<file path="src/rtl/pss_pkg.sv">
// package for the priority slot scheduler: widths, op codes, item structs,
// controller state and controller/datapath command and status structs
`timescale 1ns / 1ps
`default_nettype none
package pss_pkg;
  localparam int unsigned Slots = 16;
  localparam int unsigned IdW = 4;
  localparam int unsigned TimeW = 63;
  localparam int unsigned PrioW = 8;
  localparam int unsigned DurW = 32;
  localparam logic [TimeW-1:0] TimeNone = {TimeW{1'b1}};

  typedef enum logic [1:0] {
    OP_SUBMIT   = 2'd0,
    OP_CANCEL   = 2'd1,
    OP_PICK     = 2'd2,
    OP_COMPLETE = 2'd3
  } op_e;

  typedef struct packed {
    logic [1:0]       op;
    logic [IdW-1:0]   slot_id;
    logic [TimeW-1:0] time_value;
    logic [PrioW-1:0] priority_req;
    logic [DurW-1:0]  duration;
  } in_item_t;

  typedef struct packed {
    logic             found;
    logic [IdW-1:0]   picked_slot;
    logic             wakeup_valid;
    logic [TimeW-1:0] wakeup_time;
    logic             accepted;
  } out_item_t;

  typedef enum logic [2:0] {
    ST_IDLE,
    ST_SCAN1,
    ST_LIMIT,
    ST_SCAN2,
    ST_FINISH,
    ST_OUT
  } state_e;

  // controller to datapath
  typedef struct packed {
    logic load;     // capture input item
    logic simple;   // execute submit/cancel/complete
    logic clr_scan; // reset scan index and accumulators
    logic scan1;    // one step of the candidate scan
    logic limit;    // form now + duration of best
    logic scan2;    // one step of the collision scan
    logic finish;   // commit pick result
  } cmd_t;

  // datapath to controller
  typedef struct packed {
    logic is_pick;
    logic last;
  } stat_t;
endpackage
`default_nettype wire

</file>
<file path="src/rtl/pss_ctrl.sv">
// controller state machine of the priority slot scheduler
// uses pss_pkg; drives the datapath by cmd_t, reads stat_t
`timescale 1ns / 1ps
`default_nettype none
module pss_ctrl (
  input  wire logic           clk_i,
  input  wire logic           rst_ni,
  input  wire logic           in_valid_i,
  output logic                in_stall_o,
  output logic                out_valid_o,
  input  wire logic           out_stall_i,
  input  wire pss_pkg::stat_t stat_i,
  output pss_pkg::cmd_t       cmd_o
);
  import pss_pkg::*;

  state_e state_q, state_d;

  // state register
  always_ff @(posedge clk_i or negedge rst_ni) begin
    if (!rst_ni) begin
      state_q <= ST_IDLE;
    end else begin
      state_q <= state_d;
    end
  end

  // next state
  always_comb begin
    state_d = state_q;
    unique case (state_q)
      ST_IDLE:   if (in_valid_i) state_d = ST_SCAN1;
      ST_SCAN1: begin
        if (!stat_i.is_pick) state_d = ST_OUT;
        else if (stat_i.last) state_d = ST_LIMIT;
      end
      ST_LIMIT:  state_d = ST_SCAN2;
      ST_SCAN2:  if (stat_i.last) state_d = ST_FINISH;
      ST_FINISH: state_d = ST_OUT;
      ST_OUT:    if (!out_stall_i) state_d = ST_IDLE;
      default:   state_d = ST_IDLE;
    endcase
  end

  // outputs
  always_comb begin
    cmd_o = '0;
    in_stall_o = 1'b1;
    out_valid_o = 1'b0;
    unique case (state_q)
      ST_IDLE: begin
        in_stall_o = 1'b0;
        cmd_o.load = in_valid_i;
        cmd_o.clr_scan = in_valid_i;
      end
      ST_SCAN1: begin
        cmd_o.simple = !stat_i.is_pick;
        cmd_o.scan1 = stat_i.is_pick;
      end
      ST_LIMIT: begin
        cmd_o.limit = 1'b1;
        cmd_o.clr_scan = 1'b1;
      end
      ST_SCAN2:  cmd_o.scan2 = 1'b1;
      ST_FINISH: cmd_o.finish = 1'b1;
      ST_OUT:    out_valid_o = 1'b1;
      default: ;
    endcase
  end
endmodule
`default_nettype wire

</file>
<file path="src/rtl/pss_dp.sv">
// datapath of the priority slot scheduler: slot tables, order matrix,
// one-slot-per-cycle scan unit and result register; uses pss_pkg
`timescale 1ns / 1ps
`default_nettype none
module pss_dp (
  input  wire logic              clk_i,
  input  wire logic              rst_ni,
  input  wire pss_pkg::in_item_t in_data_i,
  input  wire pss_pkg::cmd_t     cmd_i,
  output pss_pkg::stat_t         stat_o,
  output pss_pkg::out_item_t     out_data_o
);
  import pss_pkg::*;

  localparam int unsigned IdxW = $clog2(Slots);

  logic [TimeW-1:0] due_q [Slots];
  logic [PrioW-1:0] prio_q [Slots];
  logic [DurW-1:0]  len_q [Slots];
  logic [Slots-1:0] queued_q;
  logic [Slots-1:0] before_q [Slots];
  logic [IdW:0]     mark_q;

  in_item_t         item_q;
  logic [IdxW-1:0]  idx_q;
  logic             best_v_q;
  logic [IdxW-1:0]  best_q;
  logic [TimeW-1:0] wake_q;
  logic             clash_q;
  logic [TimeW-1:0] clash_t_q;
  logic [TimeW:0]   limit_q;
  out_item_t        res_q;
  out_item_t        res_d;

  logic [IdxW-1:0]  id;
  logic             id_ok;
  logic             cur_q_b;
  logic             win;
  logic             enq;
  logic             deq;
  logic [IdxW-1:0]  upd_id;
  logic [TimeW-1:0] enq_time;

  assign id = item_q.slot_id[IdxW-1:0];
  assign id_ok = ({1'b0, item_q.slot_id} < (IdW+1)'(Slots));
  assign cur_q_b = queued_q[idx_q];
  assign stat_o.is_pick = (item_q.op == OP_PICK);
  assign stat_o.last = (idx_q == IdxW'(Slots-1));
  assign out_data_o = res_q;

  // candidate test: higher prio, or equal prio and earlier due time, then earlier in list order
  always_comb begin
    win = 1'b0;
    if (!best_v_q) win = 1'b1;
    else if (prio_q[idx_q] > prio_q[best_q]) win = 1'b1;
    else if (prio_q[idx_q] == prio_q[best_q]) begin
      if (due_q[idx_q] != due_q[best_q]) win = due_q[idx_q] < due_q[best_q];
      else win = before_q[best_q][idx_q];
    end
  end

  // queue updates for enqueue and dequeue
  always_comb begin
    enq = 1'b0;
    deq = 1'b0;
    upd_id = id;
    enq_time = item_q.time_value;
    if (cmd_i.simple && id_ok) begin
      case (item_q.op)
        OP_SUBMIT:   enq = !queued_q[id];
        OP_CANCEL:   deq = queued_q[id];
        OP_COMPLETE: enq = (item_q.time_value != '0) && !queued_q[id]
                           && (mark_q != {1'b1, item_q.slot_id});
        default: ;
      endcase
    end
    if (cmd_i.finish && best_v_q && !clash_q) begin
      deq = 1'b1;
      upd_id = best_q;
    end
  end

  // result of the current item
  always_comb begin
    res_d = '0;
    if (cmd_i.finish) begin
      if (best_v_q && !clash_q) begin
        res_d.found = 1'b1;
        res_d.picked_slot = IdW'(best_q);
      end else if (best_v_q && clash_q) begin
        if (clash_t_q != TimeNone) begin
          res_d.wakeup_valid = 1'b1;
          res_d.wakeup_time = clash_t_q;
        end
      end else if (wake_q != TimeNone) begin
        res_d.wakeup_valid = 1'b1;
        res_d.wakeup_time = wake_q;
      end
    end else begin
      res_d.accepted = enq || deq;
    end
  end

  // slot tables, written at most once per item
  always_ff @(posedge clk_i) begin
    if (enq) due_q[upd_id] <= enq_time;
    if (cmd_i.simple && id_ok && item_q.op == OP_SUBMIT && !queued_q[id]) begin
      prio_q[id] <= item_q.priority_req;
      len_q[id] <= item_q.duration;
    end
  end

  // queued mask, order matrix and cancel mark
  always_ff @(posedge clk_i or negedge rst_ni) begin
    if (!rst_ni) begin
      queued_q <= '0;
      mark_q <= '0;
      for (int k = 0; k < Slots; k++) before_q[k] <= '0;
    end else begin
      if (enq || deq) begin
        for (int k = 0; k < Slots; k++) begin
          if (IdxW'(k) == upd_id) begin
            before_q[k] <= enq ? (queued_q & ~(Slots'(1) << upd_id)) : '0;
          end else begin
            before_q[k][upd_id] <= 1'b0;
          end
        end
        queued_q[upd_id] <= enq;
      end
      if (cmd_i.simple && id_ok && item_q.op == OP_CANCEL && !queued_q[id])
        mark_q <= {1'b1, item_q.slot_id};
      if (deq && cmd_i.finish) mark_q <= '0;
    end
  end

  // item capture, scan and result
  always_ff @(posedge clk_i) begin
    if (cmd_i.load) item_q <= in_data_i;
    if (cmd_i.clr_scan) begin
      idx_q <= '0;
      clash_q <= 1'b0;
      clash_t_q <= TimeNone;
    end
    if (cmd_i.load) begin
      best_v_q <= 1'b0;
      best_q <= '0;
      wake_q <= TimeNone;
    end
    if (cmd_i.scan1) begin
      idx_q <= idx_q + 1'b1;
      if (cur_q_b) begin
        if (due_q[idx_q] > item_q.time_value) begin
          if (due_q[idx_q] < wake_q) wake_q <= due_q[idx_q];
        end else if (win) begin
          best_v_q <= 1'b1;
          best_q <= idx_q;
        end
      end
    end
    if (cmd_i.limit)
      limit_q <= {1'b0, item_q.time_value} + (TimeW+1)'(len_q[best_q]);
    if (cmd_i.scan2) begin
      idx_q <= idx_q + 1'b1;
      if (best_v_q && cur_q_b && idx_q != best_q && prio_q[idx_q] > prio_q[best_q]
          && {1'b0, due_q[idx_q]} < limit_q) begin
        clash_q <= 1'b1;
        if (due_q[idx_q] < clash_t_q) clash_t_q <= due_q[idx_q];
      end
    end
    if (cmd_i.simple || cmd_i.finish) res_q <= res_d;
  end
endmodule
`default_nettype wire

</file>
<file path="src/rtl/priority_slot_scheduler.sv">
// top level of the priority slot scheduler: controller plus datapath
// uses pss_pkg, pss_ctrl, pss_dp
`timescale 1ns / 1ps
`default_nettype none
// One item at a time. Submit, cancel and complete are executed in the
// state after the accepting edge, and their result is registered; pick
// runs two passes of the one-slot-per-cycle scan unit, a candidate pass
// and a collision pass, with a step to form the limit between them and
// one to commit at the end. The result holds until taken, and the next
// item is accepted in the cycle after.
module priority_slot_scheduler (
  input  wire logic               clk_i,
  input  wire logic               rst_ni,
  input  wire logic               in_valid_i,
  output logic                    in_stall_o,
  input  wire pss_pkg::in_item_t  in_data_i,
  output logic                    out_valid_o,
  input  wire logic               out_stall_i,
  output pss_pkg::out_item_t      out_data_o
);
  import pss_pkg::*;

  cmd_t  cmd;
  stat_t stat;

  pss_ctrl u_ctrl (
    .clk_i, .rst_ni, .in_valid_i, .in_stall_o, .out_valid_o, .out_stall_i,
    .stat_i(stat), .cmd_o(cmd)
  );

  pss_dp u_dp (
    .clk_i, .rst_ni, .in_data_i, .cmd_i(cmd), .stat_o(stat), .out_data_o
  );
endmodule
`default_nettype wire
</file>
<file path="config.mk">
export PLATFORM = sky130hd
export DESIGN_NAME = priority_slot_scheduler
export DESIGN_NICKNAME = d
export VERILOG_FILES = /design/src/rtl/pss_pkg.sv /design/src/rtl/pss_ctrl.sv /design/src/rtl/pss_dp.sv /design/src/rtl/priority_slot_scheduler.sv
export SDC_FILE = /design/constraint.sdc
export NUM_CORES = 2
export LEC_CHECK = 0
export BUFFER_PORTS_ARGS = -buffer_cell sky130_fd_sc_hd__buf_4
export CAP_MARGIN = 20
export CORE_MARGIN = 5
export CORE_UTILIZATION = 55
export CTS_BUF_LIST = sky130_fd_sc_hd__clkbuf_8 sky130_fd_sc_hd__clkbuf_16
export DETAILED_ROUTE_END_ITERATION = 7
export PLACE_DENSITY = 0.78
export SYNTH_ARGS = -nofsm -noshare
export SYNTH_HDL_FRONTEND = slang
export SYNTH_SLANG_ARGS = --single-unit
</file>
<file path="constraint.sdc">
create_clock -name clk_i -period 11.7 [get_ports clk_i]
set_clock_uncertainty 0.05 [all_clocks]
set_input_delay 0.585 -clock clk_i [delete_from_list [all_inputs] [get_ports clk_i]]
set_output_delay 0.585 -clock clk_i [all_outputs]
set_load 0.05 [all_outputs]
</file>
# After elaboration in Yosys (flattened, before gate mapping)
# Memory sizes are Yosys's and may differ from the RTL's. A register that Yosys moved wholly into a read port is not among the register bits.
# Cells that the tools add are included.
# Widths: inputs -> output; s select.
# totals
ff_bits	659
ramBits	1648
inputBits	113
output_inout_bits	72
mem_count	3
# op_classes
n_addsub	2
n_lt_le_gt_ge	11
eq_ne	34
shifts	1
muxes	91
n_bitwise	21
reduce_logical	30
# mem_list
memory	depth	width	rd	rd_clocked_by_memory_dff	wr	line_no	source
u_dp.due_q	16	63	2	2	1	pss_dp.sv:17	logic [TimeW-1:0] due_q [Slots];
u_dp.len_q	16	32	1	1	1	pss_dp.sv:19	logic [DurW-1:0] len_q [Slots];
u_dp.prio_q	16	8	2	2	1	pss_dp.sv:18	logic [PrioW-1:0] prio_q [Slots];
# op_table
operator	n
$mux 63	9
$mux 16	19
$and 16x16->16	17
$mux 64	3
$lt 63x63->1	3
$ne 63x63->1 const B	2
$add 63x32->64	1
$bmux 16 s4	1
$lt 63x64->1	1
$gt 63x63->1	1
$ne 63x63->1	1
$reduce_bool 63->1	1
$mux 4	11
$eq 4x4->1 const A	8
$mux 1	32
$not 16->16	2
$pmux 3 s6	1
$bwmux 16	1
$eq 3x4->1 const A	4
$logic_and 1x1->1	16
$shl 1x4->16 const A	1
$lt 4x5->1 const B	3
$mux 3	5
$mux 5	3
32 further kinds	44

# Depth between registers and ports, before layout
# depth
ltp_word	14
ltp_mapped	23
depth_no_buf	16

# Modules after synthesis
# A second synthesis with hierarchy kept.
# hier_totals
cells_unflattened	6348
area_unflattened_um2	108016.1
# by_module_without_submodules
mod	instances	cells_each	area_each_um2
pss_dp	1	6320	107754.6
pss_ctrl	1	28	261.5

# Worst setup path after synthesis
# OpenSTA, ideal clock, no wires.
# synth_timing
path_type	reg2reg
start	register u_dp.item_q, in the netlist u_dp.id[0]
end	register u_dp.before_q[248] (netlist bit)
arrival_ns	7.321
required_ns	11.568
setup_slack_ns	4.247
stages_incl_launch_ff	10
path_buffers	2
period_less_slack_ns	7.453
cell_sequence	edfxtp_1 buf_4 mux4_2 mux4_2 nand2b_1 nor2_1 buf_2 nand2_1 nor3_1 a22o_1
# synth_via
elab_chain_len	9
# synth_lines
element	line_no	source
start: declaration	pss_dp.sv:24	in_item_t item_q;
start signal: assignment	pss_dp.sv:138	if (cmd_i.load) item_q <= in_data_i;
$bmux 1 s4	pss_dp.sv:70, pss_dp.sv:71, pss_dp.sv:72	
$mux 1 (implied by the code)	pss_dp.sv:70, pss_dp.sv:71, pss_dp.sv:72	
$logic_not 1->1	pss_dp.sv:70, pss_dp.sv:72	
$logic_and 1x1->1	pss_dp.sv:72	OP_COMPLETE: enq = (item_q.time_value != '0) && !queued_q[id]
$logic_and 1x1->1	pss_dp.sv:73	&& (mark_q != {1'b1, item_q.slot_id});
$pmux 1 s2	pss_dp.sv:69	case (item_q.op)
$mux 1	pss_dp.sv:68	if (cmd_i.simple && id_ok) begin
$mux 16	pss_dp.sv:123	before_q[k] <= enq ? (queued_q & ~(Slots'(1) << upd_id)) : '0;
$mux 16	pss_dp.sv:122	if (IdxW'(k) == upd_id) begin
end signal: indexed assignment	pss_dp.sv:123	
end: declaration	pss_dp.sv:21	logic [Slots-1:0] before_q [Slots];
# Several ways; a longest one is shown, not always the timed one. The select of a mux whose other input is x is not followed.
# A chain may end at the register's enable or synchronous reset.

==> flow_metrics.env <==
export IMPL_nNetsFinal=7107
export IMPL_async_flop_share_pct=12.12
export IMPL_period_share_pct=63.67
export IMPL_dp_cells=8820
export IMPL_syn_area_mm2=0.1070
export IMPL_hpwl_mm=173.5
export IMPL_layout_commonest_cell="edfxtp_1"
export IMPL_ios=185
export IMPL_finalSetupViolCount=0
export IMPL_cpPeakStageDelay_ps=880
export IMPL_fin_ws_ps=4251
export IMPL_clk_pin_slew_ps=60
export IMPL_port_buffers=184
export IMPL_pwr_density_cell_mw_per_mm2=241.9
export IMPL_core_mm2=0.1930
export IMPL_layout_common_cells="edfxtp_1, mux4_2, inv_1"
export IMPL_crit_type="reg2reg"
export IMPL_worstPathCellList="buf_12 > buf_4 > mux4_2 > mux4_2 > ha_1 > a211oi_1 > o21ai_0 > o2111ai_1 > o21ai_0 > a2111oi_0 > o41ai_1 > a211oi_1 > and3_4 > buf_4 > mux2i_1"
export IMPL_grt_pass1_vias=66130
export IMPL_initial_core_util_pct=55.43
export IMPL_wl_per_cell_um=32.06
export IMPL_drt_wl_total_mm=300.1
export IMPL_ff2ff_setup_slack_ps=4250
export IMPL_clk_latency_ps=890
export IMPL_cts_setup_buffers=0
export IMPL_die_x_um=451.0
export IMPL_drt_initial_drc_count=9150
export IMPL_yosysTopAreaCellShare_pct=53.20
export IMPL_clkSinkCount=2311
export IMPL_power_leakage_nw=43.12
export IMPL_via_count=64920
export IMPL_syn2layout_area_growth_pct=12.41
export IMPL_ctsHtreeMaxLevel=4
export IMPL_dieHeight_um=451.0
export IMPL_drv_cap=0
export IMPL_synth_top_cell_by_area="edfxtp_1"
export IMPL_crit_fanout=147
export IMPL_std_cell_rows=161
export IMPL_cp_required_ps=12430
export IMPL_rsz0062_at_grt="no"
export IMPL_instances_no_fill=9361
export IMPL_cts_tree="done"
export IMPL_grt_use_total_pct=29.28
export IMPL_die_area_mm2=0.2034
export IMPL_antenna_found_initial=5
export IMPL_grt_pass1_wl_mm=440.5
export IMPL_crit_buf_inv=3
export IMPL_total_power_mw=29.08
export IMPL_cts_buffers=227
export IMPL_syn_inst=6339
export IMPL_drcViolationCount=0
export IMPL_fin_crit_ps=7449
export IMPL_pre_cts_slack_ps=4215
export IMPL_ys_seq_area_share_pct=62.29
export IMPL_synth_edf_count=1895
export IMPL_cts_root_buf="clkbuf_16"
export IMPL_maxSlewHeadroom_pct=13.16
export IMPL_arrival_ps=8180
export IMPL_place_congestion=0.9406
export IMPL_hold_class="in2async"
export IMPL_grt_overflow_total=0
export IMPL_yosys_most_used_dff="edfxtp_1"
export IMPL_worstSetupEndpointType="flop"
export IMPL_slew_violations=0
export IMPL_worstMarginPinSlew_ps=1303
export IMPL_setup_tns_final_ps=0
export IMPL_postSynthAreaPerCell_um2=16.87
export IMPL_drtPass1Iterations=6
export IMPL_vdd_drop_max_v=0.0002237
export IMPL_cp_top_family="buffers and inverters"
export IMPL_critPathLaunchType="flop"
export IMPL_final_util_pct=62.31
export IMPL_ys_seq_elements=2311
export IMPL_drtAntennaViolNets=0
export IMPL_drive_gt1_share_pct=24.61
export IMPL_slowest_stage="dfxtp_4"
export IMPL_yosys_top_cells_area="edfxtp_1, mux4_2, dfrtp_1"
export IMPL_synthDistinctLibCells=80
export IMPL_grt_max_degree=172
export IMPL_fmax_ghz=0.1342
export IMPL_synth_nets=6810
export IMPL_finalHoldViolCount=0
export IMPL_vias_per_cell=6.935
export IMPL_clk_path_buf_depth=3
export IMPL_status="finished, final reports clean"
export IMPL_ys_warn_count=0
==> what timing repair did <==
action                    4_1_cts  5_1_grt
hold endpoints to repair      220        0
resized for setup               0        0
hold buffers                  112        0
==> per-stage QoR <==
step / hold slack (ps) / area [um2]
2_1_floorplan: 239.4 / 107000
3_3_place_gp: 413.0 / 111500
3_5_place_dp: 415.5 / 111500
4_1_cts: 311.5 / 120200
5_1_grt: 341.9 / 120200
6_report: 283.1 / 120200
==> state kept, by name, indices dropped and copies added (netlist names), 16 cells and up, named ones only <==
name and cells:
u_dp.clash_t_q 63, u_dp.limit_q 64, u_dp.len_q 512, u_dp.queued_q 16, u_dp.item_q 42, u_dp.prio_q 128
u_dp.out_data_o 70, u_dp.due_q 1008, u_dp.wake_q 63, u_dp.enq_time 63, u_dp.before_q 240
==> worst reg2reg max path: stages (launching register included) <==
cell and delay, ps:
dfxtp_4 880, buf_12 610, buf_4 950, mux4_2 430, mux4_2 630, ha_1 260
a211oi_1 210, o21ai_0 130, o2111ai_1 130, o21ai_0 110, a2111oi_0 660, o41ai_1 320
a211oi_1 380, and3_4 410, buf_4 810, mux2i_1 400
==> power breakdown <==
part	total, mW	internal (mW)	switching (mW)
Clock	7.38	4.17	3.21
Combinational	11.3	4.79	6.54
Sequential	10.4	9.64	0.724
Total	29.1	18.6	10.5
==> cells by family (layout without fill, tap and decap cells) <==
group,count (synthesis),in the layout,share of synthesized area (%)
adder cells (fa/ha/maj),358,358,4.194
flip-flops,2311,2311,62.29
AO/OA/AOI/OAI,812,812,4.980
other,0,1,0
XOR/XNOR,67,67,0.5486
buffers and inverters,785,1280,2.917
AND/OR/NAND/NOR,975,975,4.510
multiplexers,1031,1031,20.56
==> final timing paths <==
| check | cells after the start | endpoint | start |
|---|---|---|---|
| setup reg to reg | 15 | u_dp.clash_t_q[33] | flop |
| setup / recovery | 15 | u_dp.clash_t_q[33] | flop |
| hold reg to reg | 1 | flop | flop |
| max in group asynchronous | 3 | u_dp.before_q[76] | rst_ni |
| hold / removal | 2 | u_dp.before_q[199] | rst_ni |
| min in group clk_i | 2 | u_dp.item_q[6] | in_data_i[6] |
==> cell type report <==
class                      count  area (um2)
fill                       13280       72740
sequential                  2311       66660
multi-input combinational   3243       37490
clock buffer                 250        6020
timing repair buffer         442        3756
tap                         2526        3161
clock inverter               177        1595
inverter                     411        1555
antenna                        1       2.502
==> layer usage <==
metal | GRT usage, % | vias up | part of all wire (%)
met5 | 0 | - | 0.0043
met2 | 47.22 | 4401 | 48
met3 | 5.786 | 782 | 11
met4 | 12.65 | 2 | 5.0
met1 | 39.36 | 33510 | 36
li1 | - | 26230 | -
==> synthesized netlist by cell type, types with 6 or more instances <==
library cell     n
buf_6            9
a21oi_1        122
a221oi_1         6
edfxtp_1      1895
ha_1           357
mux4_2         932
xor2_1          16
buf_2           79
o211ai_1        11
o41ai_1          7
a32o_1          24
nor4_1          33
a211oi_1        19
and2_1          30
nand4_1         96
o21ai_0        251
o2111ai_1        9
and3_1          22
dfrtp_1        280
o22a_1          63
nand2_1        125
inv_1          408
a21o_1          78
xnor2_1         51
nor2b_1         26
nand2b_1        16
mux2i_1         92
o21a_1          14
a31oi_1         15
buf_1           30
and4_1          11
nand3_1        270
dfxtp_1        136
or3_1           10
mux2_2           7
nor2_1         260
nor3_1          47
a22oi_1         82
o21ai_1         35
clkbuf_1       254
a2111oi_0       16
a22o_1          15
No activity file was read; power rests on OpenSTA's default activity.
